--- src/sv/tsadc_pkg.sv ---
package tsadc_pkg;

    localparam int CFG_INDEX_W = 3;
    localparam int CFG_DATA_W  = 16;
    localparam int DIV_STEPS   = 24;
    localparam int DIV_CNT_W   = $clog2(DIV_STEPS);

    localparam logic [CFG_INDEX_W-1:0] REG_ADC_X_LOW    = 3'd0;
    localparam logic [CFG_INDEX_W-1:0] REG_ADC_Y_LOW    = 3'd1;
    localparam logic [CFG_INDEX_W-1:0] REG_SCREEN_X_LOW = 3'd2;
    localparam logic [CFG_INDEX_W-1:0] REG_SCREEN_Y_LOW = 3'd3;
    localparam logic [CFG_INDEX_W-1:0] REG_ADC_X_HIGH   = 3'd4;
    localparam logic [CFG_INDEX_W-1:0] REG_ADC_Y_HIGH   = 3'd5;
    localparam logic [CFG_INDEX_W-1:0] REG_SCREEN_X_HIGH = 3'd6;
    localparam logic [CFG_INDEX_W-1:0] REG_SCREEN_Y_HIGH = 3'd7;

    localparam logic [2:0]  CH_Y      = 3'd1;
    localparam logic [2:0]  CH_X      = 3'd5;
    localparam logic [15:0] IDLE_LOAD = 16'h7FF8;
    localparam logic [11:0] ADC_MAX   = 12'hFFF;

    typedef enum logic [1:0]
    {
        ST_IDLE,
        ST_MUL,
        ST_DIV,
        ST_DONE
    } tsadc_state_t;

    typedef struct packed
    {
        logic accept;
        logic mul;
        logic div_step;
        logic finish;
    } tsadc_cmd_t;

    typedef struct packed
    {
        logic calc_needed;
        logic div_last;
    } tsadc_stat_t;

endpackage

--- src/sv/tsadc_req_if.sv ---
interface tsadc_req_if;
    logic       valid;
    logic       ready;
    logic [7:0] spi_byte_in;
    logic       pen_down;
    logic [7:0] touch_x;
    logic [7:0] touch_y;

    modport source
    (
        output valid,
        output spi_byte_in,
        output pen_down,
        output touch_x,
        output touch_y,
        input  ready
    );

    modport sink
    (
        input  valid,
        input  spi_byte_in,
        input  pen_down,
        input  touch_x,
        input  touch_y,
        output ready
    );
endinterface

--- src/sv/tsadc_rsp_if.sv ---
interface tsadc_rsp_if;
    logic       valid;
    logic       ready;
    logic [7:0] spi_byte_out;

    modport source
    (
        output valid,
        output spi_byte_out,
        input  ready
    );

    modport sink
    (
        input  valid,
        input  spi_byte_out,
        output ready
    );
endinterface

--- src/sv/tsadc_ctrl.sv ---
module tsadc_ctrl
(
    input  logic                   clk,
    input  logic                   rst_n,
    input  logic                   in_valid,
    output logic                   in_ready,
    output logic                   out_valid,
    input  logic                   out_ready,
    input  tsadc_pkg::tsadc_stat_t stat,
    output tsadc_pkg::tsadc_cmd_t  cmd
);
    import tsadc_pkg::*;

    tsadc_state_t state_reg;
    tsadc_state_t state_next;
    logic         out_valid_reg;
    logic         out_valid_next;

    always_ff @(posedge clk or negedge rst_n)
    begin
        if (!rst_n)
        begin
            state_reg     <= ST_IDLE;
            out_valid_reg <= 1'b0;
        end
        else
        begin
            state_reg     <= state_next;
            out_valid_reg <= out_valid_next;
        end
    end

    always_comb
    begin
        state_next   = state_reg;
        in_ready     = 1'b0;
        cmd          = '0;
        case (state_reg)
            ST_IDLE:
            begin
                in_ready   = !out_valid_reg || out_ready;
                cmd.accept = in_valid && in_ready;
                if (cmd.accept && stat.calc_needed)
                begin
                    state_next = ST_MUL;
                end
            end
            ST_MUL:
            begin
                cmd.mul    = 1'b1;
                state_next = ST_DIV;
            end
            ST_DIV:
            begin
                cmd.div_step = 1'b1;
                if (stat.div_last)
                begin
                    state_next = ST_DONE;
                end
            end
            ST_DONE:
            begin
                cmd.finish = 1'b1;
                state_next = ST_IDLE;
            end
            default:
            begin
                state_next = ST_IDLE;
            end
        endcase

        if (cmd.accept)
        begin
            out_valid_next = 1'b1;
        end
        else if (out_ready)
        begin
            out_valid_next = 1'b0;
        end
        else
        begin
            out_valid_next = out_valid_reg;
        end
    end

    assign out_valid = out_valid_reg;

endmodule

--- src/sv/tsadc_dpath.sv ---
module tsadc_dpath
(
    input  logic                                    clk,
    input  logic                                    rst_n,
    input  tsadc_pkg::tsadc_cmd_t                   cmd,
    output tsadc_pkg::tsadc_stat_t                  stat,
    input  logic [7:0]                              spi_byte_in,
    input  logic                                    pen_down,
    input  logic [7:0]                              touch_x,
    input  logic [7:0]                              touch_y,
    input  logic                                    cfg_we,
    input  logic [tsadc_pkg::CFG_INDEX_W-1:0]       cfg_index,
    input  logic [tsadc_pkg::CFG_DATA_W-1:0]        cfg_data,
    output logic [7:0]                              spi_byte_out
);
    import tsadc_pkg::*;

    logic [15:0] adc_x_low_reg;
    logic [15:0] adc_y_low_reg;
    logic [7:0]  scr_x_low_reg;
    logic [7:0]  scr_y_low_reg;
    logic [15:0] adc_x_high_reg;
    logic [15:0] adc_y_high_reg;
    logic [7:0]  scr_x_high_reg;
    logic [7:0]  scr_y_high_reg;

    logic [15:0] shift_reg;
    logic [15:0] shift_next;

    logic [7:0]  byte_out_reg;
    logic        sel_y_reg;
    logic [7:0]  scr_reg;
    logic [23:0] quot_reg;
    logic [8:0]  rem_reg;
    logic [7:0]  den_reg;
    logic        neg_reg;
    logic        den_zero_reg;
    logic [DIV_CNT_W-1:0] cnt_reg;

    logic [2:0]  channel;
    logic        start;
    logic [7:0]  scr_lo;
    logic [7:0]  scr_hi;
    logic [15:0] adc_lo;
    logic [15:0] adc_hi;
    logic [9:0]  a_diff;
    logic [9:0]  a_abs;
    logic [17:0] b_diff;
    logic [17:0] b_abs;
    logic [8:0]  d_diff;
    logic [8:0]  d_abs;
    logic [24:0] product;
    logic [8:0]  rem_shift;
    logic        rem_ge;
    logic [24:0] q_ext;
    logic [24:0] q_signed;
    logic [25:0] mapped;
    logic [11:0] sat;

    assign channel = spi_byte_in[6:4];
    assign start   = spi_byte_in[7];

    assign stat.calc_needed = start && pen_down && (channel == CH_Y || channel == CH_X);
    assign stat.div_last    = (cnt_reg == DIV_CNT_W'(DIV_STEPS - 1));

    assign scr_lo = sel_y_reg ? scr_y_low_reg  : scr_x_low_reg;
    assign scr_hi = sel_y_reg ? scr_y_high_reg : scr_x_high_reg;
    assign adc_lo = sel_y_reg ? adc_y_low_reg  : adc_x_low_reg;
    assign adc_hi = sel_y_reg ? adc_y_high_reg : adc_x_high_reg;

    always_comb
    begin
        a_diff  = {2'b00, scr_reg} - {2'b00, scr_lo} + 10'd1;
        a_abs   = a_diff[9] ? (~a_diff + 10'd1) : a_diff;
        b_diff  = {2'b00, adc_hi} - {2'b00, adc_lo};
        b_abs   = b_diff[17] ? (~b_diff + 18'd1) : b_diff;
        d_diff  = {1'b0, scr_hi} - {1'b0, scr_lo};
        d_abs   = d_diff[8] ? (~d_diff + 9'd1) : d_diff;
        product = a_abs[8:0] * b_abs[15:0];

        rem_shift = {rem_reg[7:0], quot_reg[23]};
        rem_ge    = (rem_shift >= {1'b0, den_reg});

        q_ext    = {1'b0, quot_reg};
        q_signed = neg_reg ? (~q_ext + 25'd1) : q_ext;
        if (den_zero_reg)
        begin
            mapped = {10'd0, adc_lo};
        end
        else
        begin
            mapped = {q_signed[24], q_signed} + {10'd0, adc_lo};
        end

        if (mapped[25])
        begin
            sat = 12'd0;
        end
        else if (mapped[24:12] != 13'd0)
        begin
            sat = ADC_MAX;
        end
        else
        begin
            sat = mapped[11:0];
        end

        shift_next = shift_reg;
        if (cmd.accept)
        begin
            shift_next = {shift_reg[7:0], 8'h00};
            if (start && !stat.calc_needed)
            begin
                shift_next = (channel == CH_X) ? 16'h0000 : IDLE_LOAD;
            end
        end
        else if (cmd.finish)
        begin
            shift_next = {1'b0, sat, 3'b000};
        end
    end

    always_ff @(posedge clk or negedge rst_n)
    begin
        if (!rst_n)
        begin
            shift_reg      <= 16'h0000;
            adc_x_low_reg  <= 16'd0;
            adc_y_low_reg  <= 16'd0;
            scr_x_low_reg  <= 8'd0;
            scr_y_low_reg  <= 8'd0;
            adc_x_high_reg <= 16'd4095;
            adc_y_high_reg <= 16'd4095;
            scr_x_high_reg <= 8'd255;
            scr_y_high_reg <= 8'd191;
        end
        else
        begin
            shift_reg <= shift_next;
            if (cfg_we)
            begin
                case (cfg_index)
                    REG_ADC_X_LOW:     adc_x_low_reg  <= cfg_data;
                    REG_ADC_Y_LOW:     adc_y_low_reg  <= cfg_data;
                    REG_SCREEN_X_LOW:  scr_x_low_reg  <= cfg_data[7:0];
                    REG_SCREEN_Y_LOW:  scr_y_low_reg  <= cfg_data[7:0];
                    REG_ADC_X_HIGH:    adc_x_high_reg <= cfg_data;
                    REG_ADC_Y_HIGH:    adc_y_high_reg <= cfg_data;
                    REG_SCREEN_X_HIGH: scr_x_high_reg <= cfg_data[7:0];
                    REG_SCREEN_Y_HIGH: scr_y_high_reg <= cfg_data[7:0];
                    default:           adc_x_low_reg  <= adc_x_low_reg;
                endcase
            end
        end
    end

    always_ff @(posedge clk)
    begin
        if (cmd.accept)
        begin
            byte_out_reg <= shift_reg[15:8];
            sel_y_reg    <= (channel == CH_Y);
            scr_reg      <= (channel == CH_Y) ? touch_y : touch_x;
        end
        if (cmd.mul)
        begin
            quot_reg     <= product[23:0];
            rem_reg      <= 9'd0;
            den_reg      <= d_abs[7:0];
            neg_reg      <= a_diff[9] ^ b_diff[17] ^ d_diff[8];
            den_zero_reg <= (d_diff == 9'd0);
            cnt_reg      <= '0;
        end
        else if (cmd.div_step)
        begin
            rem_reg  <= rem_ge ? (rem_shift - {1'b0, den_reg}) : rem_shift;
            quot_reg <= {quot_reg[22:0], rem_ge};
            cnt_reg  <= cnt_reg + DIV_CNT_W'(1);
        end
    end

    assign spi_byte_out = byte_out_reg;

endmodule

--- src/sv/touch_screen_adc_spi_responder.sv ---
// Each request is answered in the cycle after it is accepted, from an output register.
// A request without a pen-down X or Y conversion leaves the controller idle, so these stream
// back to back while the receiver takes each reply. A conversion request holds off the input
// after it is accepted for one multiply step, the one-bit-per-cycle restoring divider and a
// final step that offsets, saturates and loads the shift register.
// Reset clears the shift register and the handshake state and restores the calibration defaults.
module touch_screen_adc_spi_responder
(
    input  logic                                  clk,
    input  logic                                  rst_n,
    tsadc_req_if.sink                             req,
    tsadc_rsp_if.source                           rsp,
    input  logic                                  cfg_we,
    input  logic [tsadc_pkg::CFG_INDEX_W-1:0]     cfg_index,
    input  logic [tsadc_pkg::CFG_DATA_W-1:0]      cfg_data
);
    import tsadc_pkg::*;

    tsadc_cmd_t  cmd;
    tsadc_stat_t stat;

    tsadc_ctrl u_ctrl
    (
        .clk       (clk),
        .rst_n     (rst_n),
        .in_valid  (req.valid),
        .in_ready  (req.ready),
        .out_valid (rsp.valid),
        .out_ready (rsp.ready),
        .stat      (stat),
        .cmd       (cmd)
    );

    tsadc_dpath u_dpath
    (
        .clk          (clk),
        .rst_n        (rst_n),
        .cmd          (cmd),
        .stat         (stat),
        .spi_byte_in  (req.spi_byte_in),
        .pen_down     (req.pen_down),
        .touch_x      (req.touch_x),
        .touch_y      (req.touch_y),
        .cfg_we       (cfg_we),
        .cfg_index    (cfg_index),
        .cfg_data     (cfg_data),
        .spi_byte_out (rsp.spi_byte_out)
    );

endmodule

--- src/flat_wrapper.sv ---
// flat-port wrapper written by rule: the top's interface ports become plain ports
module touch_screen_adc_spi_responder_flat import tsadc_pkg::*;
  (clk, rst_n, cfg_we, cfg_index, cfg_data, req_valid, req_spi_byte_in, req_pen_down, req_touch_x, req_touch_y, req_ready, rsp_valid, rsp_spi_byte_out, rsp_ready);
  tsadc_req_if req_i ();
  tsadc_rsp_if rsp_i ();
  input  logic clk;
  input  logic rst_n;
  input  logic cfg_we;
  input  logic [tsadc_pkg::CFG_INDEX_W-1:0] cfg_index;
  input  logic [tsadc_pkg::CFG_DATA_W-1:0] cfg_data;
  input wire logic [$bits(req_i.valid)-1:0] req_valid;
  input wire logic [$bits(req_i.spi_byte_in)-1:0] req_spi_byte_in;
  input wire logic [$bits(req_i.pen_down)-1:0] req_pen_down;
  input wire logic [$bits(req_i.touch_x)-1:0] req_touch_x;
  input wire logic [$bits(req_i.touch_y)-1:0] req_touch_y;
  output wire logic [$bits(req_i.ready)-1:0] req_ready;
  output wire logic [$bits(rsp_i.valid)-1:0] rsp_valid;
  output wire logic [$bits(rsp_i.spi_byte_out)-1:0] rsp_spi_byte_out;
  input wire logic [$bits(rsp_i.ready)-1:0] rsp_ready;
  assign req_i.valid = req_valid;
  assign req_i.spi_byte_in = req_spi_byte_in;
  assign req_i.pen_down = req_pen_down;
  assign req_i.touch_x = req_touch_x;
  assign req_i.touch_y = req_touch_y;
  assign req_ready = req_i.ready;
  assign rsp_valid = rsp_i.valid;
  assign rsp_spi_byte_out = rsp_i.spi_byte_out;
  assign rsp_i.ready = rsp_ready;
  touch_screen_adc_spi_responder u_core (.clk(clk), .rst_n(rst_n), .req(req_i), .rsp(rsp_i), .cfg_we(cfg_we), .cfg_index(cfg_index), .cfg_data(cfg_data));
endmodule
--- config.mk ---
export PLATFORM = sky130hd
export DESIGN_NAME = touch_screen_adc_spi_responder_flat
export DESIGN_NICKNAME = d
export VERILOG_FILES = /design/src/sv/tsadc_pkg.sv /design/src/sv/tsadc_req_if.sv /design/src/sv/tsadc_rsp_if.sv /design/src/sv/tsadc_ctrl.sv /design/src/sv/tsadc_dpath.sv /design/src/sv/touch_screen_adc_spi_responder.sv /design/src/flat_wrapper.sv
export SDC_FILE = /design/constraint.sdc
export NUM_CORES = 1
export LEC_CHECK = 0
export BUFFER_PORTS_ARGS = -buffer_cell sky130_fd_sc_hd__buf_2
export CAP_MARGIN = 5
export CORE_ASPECT_RATIO = 0.5
export CORE_UTILIZATION = 50
export DETAILED_ROUTE_END_ITERATION = 8
export PLACE_DENSITY = 0.67
export SYNTH_ARGS = -nofsm -noshare
export SYNTH_HDL_FRONTEND = slang
export SYNTH_SLANG_ARGS = --single-unit
--- constraint.sdc ---
create_clock -name clk -period 10.4 [get_ports clk]
set_input_delay 2.08 -clock clk [delete_from_list [all_inputs] [get_ports clk]]
set_output_delay 2.08 -clock clk [all_outputs]
set_load 0.05 [all_outputs]
==> summary.md, run 1 <==
| Metric | Value |
|---|---|
| DRT antenna net count | `0` |
| R2r worst-path depth | `30` |
| Slew margin rel. | `23.7%` |
| CTS resizes | `0` |
| Syn Inst Count | `1693` |
| Initial Util | `51.0%` |
| Synth top area share | `12.7%` |
| Async set or reset register ratio after synthesis | `63.6%` |
| Post-CTS Hold Fix Bufs | `0` |
| Tmin final | `9500 ps` |
| Status | `finished, final reports clean` |
| CTS root buf | `clkbuf_16` |
| Final setup TNS | `0 ps` |
| # IOs | `59` |
| Post-Syn Area | `16200 um^2` |
| RePlAce Congestion | `0.917` |
| RSZ-0062 raised after global routing | `false` |
| Netlist cell types | `76` |
| Worst Max-Slew Pin Slew | `1140 ps` |
| Period utilization | `91.4%` |
| CORE AREA | `31800 um^2` |
| Max cap viols | `0` |
| CP peak stage delay | `630 ps` |
| CP max-delay cell | `edfxtp_1` |
| WHS Path Cells | `0` |
| Synth top cells by count | `inv_1 (203), nor2_1 (158), mux2_2 (145)` |
| TritonRoute pass-1 iters | `6` |
| Post-Place Cells | `2160` |
| CTS tree | `yes` |
| Setup ws final | `899 ps` |
| Post-CTS setup buffer count | `0` |
| Vias per cell | `5.53` |
| Max reg flops | `24` |
| I/O Buffers | `54` |
| Area growth syn-to-layout | `9.33%` |
| Syn avg cell area | `9.58 um^2` |
| Final slew viol count | `0` |
| Layout cell share with drive strength beyond 1 | `18.9%` |
| Hold Crit Start | `u_core.u_dpath.shift_reg[9]` |
| Required time of the critical path | `10650 ps` |
| First-pass GRT wire length | `61.6 mm` |
| Cell with the most instances after synthesis | `inv_1` |
| Final Hold Fails | `0` |
| Worst Path Max Fanout | `18` |
| ANT cells | `0` |
| Yosys warning total | `0` |
| FMAX | `105 MHz` |
| Clk sinks | `176` |
| Clk_lat worst skew | `450 ps` |
| Finish-stage setup viols | `0` |
| Yosys reg bits | `176` |
| Num rows | `46` |
| CP Data Arrival Time | `9750 ps` |
| Worst R2R Start | `u_core.u_dpath.sel_y_reg` |
| EDFF count, synth | `51` |
| WL final | `37.8 mm` |
| Vias in the first global route | `11700` |
| CTS clk-pin slew, worst paths | `70 ps` |
| Routed len/inst | `17.2 um` |
| Drt drc | `0` |
| Total Die Area | `33200 um^2` |
| Layout Skew | `13.3 ps` |
| # nets final | `2009` |
| Dominant cell type by area after synthesis | `fa_1` |
| Worst setup path class | `reg2reg` |
| Synth top area cells | `fa_1 (13%), dfrtp_1 (11%), mux2_2 (10%)` |
| Top FF cell, synth | `dfrtp_1` |
| H-Tree Depth | `4` |
| Initial antenna violation count | `2` |
| Startpoint Class | `flip-flop` |
| Gr usage total | `23.6%` |
| Drt initial violations | `836` |
| HP Class | `reg2reg` |
| Die width | `257 um` |
| Final HPWL DP | `29.9 mm` |
| Largest net degree at the start of global routing | `58` |
| WHS Endpoint | `u_core.u_dpath.spi_byte_out[1]` |
| R2R Path End | `u_core.u_dpath.quot_reg[23]` |
| Pre-CTS setup slack | `967 ps` |
| Post-Syn Nets | `1955` |
| Flop-to-flop setup slack | `900 ps` |
| Die H | `129 um` |
| CTS max path bufs | `2` |
| Via Count | `12100` |
| Non-filler cells, final | `2192` |
| Critical Path Sink Type | `flip-flop` |
| GRT overflow | `0` |
| Sequential area share after synthesis | `28.6%` |
| CTS buffer count | `17` |
## worst max-delay path: cells and delay by family (launching register included)
kind / cells / cell delay [ps]
buf+inv: 6 / 950
compound gates: 12 / 2970
flops: 1 / 630
simple gates: 3 / 480
fa+ha+maj: 6 / 2930
xor+xnor: 2 / 710
mux: 1 / 610
## metrics by stage
stage                     utilization, %  hold slack (ps)  instance area (um^2)
after floorplan                        -              425                 16200
after global placement              53.8              436                 17100
after detailed placement            53.8              435                 17100
after CTS                           55.8              450                 17700
after global routing                55.8              462                 17700
final                               55.8              453                 17700
## worst max-delay path by stage
stage	end	cells past startpoint	startpoint	slack (ps)
finish	u_core.u_dpath.quot_reg[23]	30	u_core.u_dpath.sel_y_reg	900
global route	u_core.u_dpath.quot_reg[20]	31	u_core.u_dpath.sel_y_reg	250
CTS	u_core.u_dpath.quot_reg[23]	30	u_core.u_dpath.sel_y_reg	950
detailed placement	u_core.u_dpath.quot_reg[23]	30	u_core.u_dpath.sel_y_reg	970
global placement	u_core.u_dpath.quot_reg[23]	30	u_core.u_dpath.sel_y_reg	1030
floorplan	u_core.u_dpath.quot_reg[23]	35	u_core.u_dpath.sel_y_reg	990
## final cells by class
type / instances / area [um^2]
clock buffer: 23 / 553
timing repair buffer: 91 / 551
inverter: 203 / 762
multi-input combinational: 1258 / 10600
fill: 2857 / 14000
clock inverter: 9 / 85.1
tap: 432 / 541
sequential: 176 / 4640
## layout by cell type, fill, tap and decap left out, drive strengths merged, types with 22 or more instances in the layout
cell type  count
inv          206
nor2         158
mux2         145
nand2        125
ha           110
fa           103
buf           91
xnor2         90
dfrtp         73
o21ai         63
a21oi         61
edfxtp        51
dfstp         39
nand2b        31
mux2i         30
xor2          30
nor3          24
clkbuf        23
nand3         22
## cell families after synthesis
kind of cell / synth area share [%]
flip-flops: 28.6
XOR/XNOR: 6.48
AND/OR/NAND/NOR: 13.7
AO/OA/AOI/OAI: 12.0
multiplexers: 11.9
adder cells (fa/ha/maj): 21.2
buffers and inverters: 6.13
## routing by layer
| layer | part of all wire [%] | vias to the layer above | global-route usage (%) |
|---|---|---|---|
| met2 | 43 | 275 | 36.3 |
| li1 | - | 5928 | - |
| met1 | 50 | 5884 | 34.2 |
| met4 | 0.95 | 0 | 4.59 |
| met5 | 0 | - | 0 |
| met3 | 6.1 | 29 | 5.50 |
Power of run 1 is not shown: default switching activity piles up to over one toggle a cycle in this logic, so the estimate is an artifact.
==> run 2, diff against run 1 <==
--- a/config.mk
+++ b/config.mk
@@ -5,12 +5,13 @@
 export SDC_FILE = /design/constraint.sdc
 export NUM_CORES = 1
 export LEC_CHECK = 0
-export BUFFER_PORTS_ARGS = -buffer_cell sky130_fd_sc_hd__buf_2
 export CAP_MARGIN = 5
 export CORE_ASPECT_RATIO = 0.5
 export CORE_UTILIZATION = 50
 export DETAILED_ROUTE_END_ITERATION = 8
-export PLACE_DENSITY = 0.67
+export DONT_BUFFER_PORTS = 1
+export MAX_ROUTING_LAYER = met4
+export RECOVER_POWER = 50
 export SYNTH_ARGS = -nofsm -noshare
 export SYNTH_HDL_FRONTEND = slang
 export SYNTH_SLANG_ARGS = --single-unit
==> run 2 against run 1 <==
Global-route usage is 1.5 points higher. Utilization is 1.1 points lower. The flow now finishes with violations (capacitance limit, slew limit). Setup slack worse by 300 ps. Via count up 0.19%. Flip-flop and latch count stayed put. First-iteration DRC count up 5.9%. Register-to-register slack worse by 300 ps. Die area stayed put. Clock skew up 5.2 ps. Count of clock-buffer cells in the layout decreased by 3. Critical path depth up 1. Sequential share of layout area is 0.54 points higher.
==> summary.md, run 2 (synthesis results as in run 1) <==
| Metric | Value |
|---|---|
| Final HPWL DP | `31.0 mm` |
| Worst Path Max Fanout | `48` |
| R2r worst-path depth | `31` |
| CP Data Arrival Time | `9970 ps` |
| Vias in the first global route | `11900` |
| I/O Buffers | `0` |
| RSZ-0062 raised after global routing | `false` |
| Period utilization | `94.3%` |
| Final slew viol count | `52` |
| WHS Path Cells | `0` |
| CTS root buf | `clkbuf_16` |
| CTS resizes | `0` |
| H-Tree Depth | `4` |
| WHS Endpoint | `u_core.u_dpath.spi_byte_out[1]` |
| Worst Max-Slew Pin Slew | `2570 ps` |
| Initial antenna violation count | `0` |
| Max cap viols | `1` |
| CTS clk-pin slew, worst paths | `80 ps` |
| Layout Skew | `18.5 ps` |
| Worst R2R Start | `u_core.u_dpath.sel_y_reg` |
| CTS buffer count | `17` |
| Num rows | `46` |
| Post-CTS Hold Fix Bufs | `0` |
| HP Class | `reg2reg` |
| Worst setup path class | `reg2reg` |
| CTS max path bufs | `2` |
| Commonest non-fill, non-tap cell in the layout | `inv_1` |
| CP max-delay cell | `xnor2_1` |
| Routed len/inst | `18.6 um` |
| ANT cells | `0` |
| Flop-to-flop setup slack | `600 ps` |
| Clk_lat worst skew | `450 ps` |
| Slew margin rel. | `-71.4%` |
| Post-CTS setup buffer count | `0` |
| Total Die Area | `33200 um^2` |
| Drt initial violations | `885` |
| Most frequent cells in the layout | `inv_1 (203), nor2_1 (158), mux2_2 (145), nand2_1 (125), ha_1 (110)` |
| CP peak stage delay | `880 ps` |
| Met1 WL | `19.7 mm` |
| Hold Crit Start | `u_core.u_dpath.shift_reg[9]` |
| Via Count | `12100` |
| Area growth syn-to-layout | `7.12%` |
| Drt drc | `0` |
| Layout cell share with drive strength beyond 1 | `15.8%` |
| WL met3 | `1.73 mm` |
| Metal2 WL | `17.7 mm` |
| Worst Path Buf+Inv | `5` |
| Max reg flops | `24` |
| WL final | `39.6 mm` |
| Crit path from | `u_core.u_dpath.sel_y_reg` |
| Required time of the critical path | `10560 ps` |
| Final Hold Fails | `0` |
| CORE AREA | `31800 um^2` |
| Top sig layer | `met4` |
| Clk sinks | `176` |
| FMAX | `102 MHz` |
| Final setup TNS | `0 ps` |
| Gr usage total | `25.1%` |
| Largest net degree at the start of global routing | `113` |
| Crit-path leading delay family | `adder cells` |
| # nets final | `1948` |
| First-pass GRT wire length | `63.2 mm` |
| RePlAce Congestion | `0.939` |
| TritonRoute pass-1 iters | `5` |
| Tmin final | `9800 ps` |
| Status | `finished with violations` |
| Startpoint Class | `flip-flop` |
| Die width | `257 um` |
| Failing checks | `capacitance limit, slew limit` |
| Vias per cell | `5.70` |
| GRT overflow | `0` |
| Finish-stage setup viols | `0` |
| DRT antenna net count | `0` |
| CTS tree | `yes` |
| # IOs | `59` |
| Die H | `129 um` |
| R2R Path End | `u_core.u_dpath.quot_reg[23]` |
| Initial Util | `51.0%` |
| Critical Path Sink Type | `flip-flop` |
-- run 2: per-stage QoR --
stage / area (um^2) / hold WS, ps / setup slack (ps) / cells / util, %
final: 17400 / 458 / 597 / 2131 / 54.7
after global routing: 17400 / 469 / 25.9 / 2131 / 54.7
after CTS: 17400 / 456 / 611 / 2131 / 54.7
after detailed placement: 16800 / 438 / 642 / 2099 / 52.8
after global placement: 16800 / 440 / 821 / 2099 / 52.8
after floorplan: 16200 / 425 / 994 / 1693 / -
-- run 2: final cells by class --
type	instances	area (um^2)
multi-input cells	1258	10600
clock inverters	12	134
fillers	2853	14400
flip-flops and latches	176	4640
clock buffers	20	468
well taps	432	541
repair buffers	30	230
inverters	203	762
-- run 2: metal layers --
layer  GRT usage (%)  up-vias
met4            5.46        0
met2            38.6      218
met5               -        -
met3            3.64       33
met1            35.3     6082
li1                -     5806
-- run 2: worst max path at each step --
stage	end	slack, ps	cells after the start
2_1_floorplan	u_core.u_dpath.quot_reg[23]	990	35
3_3_place_gp	u_core.u_dpath.quot_reg[23]	820	31
3_5_place_dp	u_core.u_dpath.quot_reg[23]	640	29
4_1_cts	u_core.u_dpath.quot_reg[23]	610	29
5_1_grt	u_core.u_dpath.quot_reg[23]	30	31
6_report	u_core.u_dpath.quot_reg[23]	600	31
Power of run 2 is left out for the same reason.
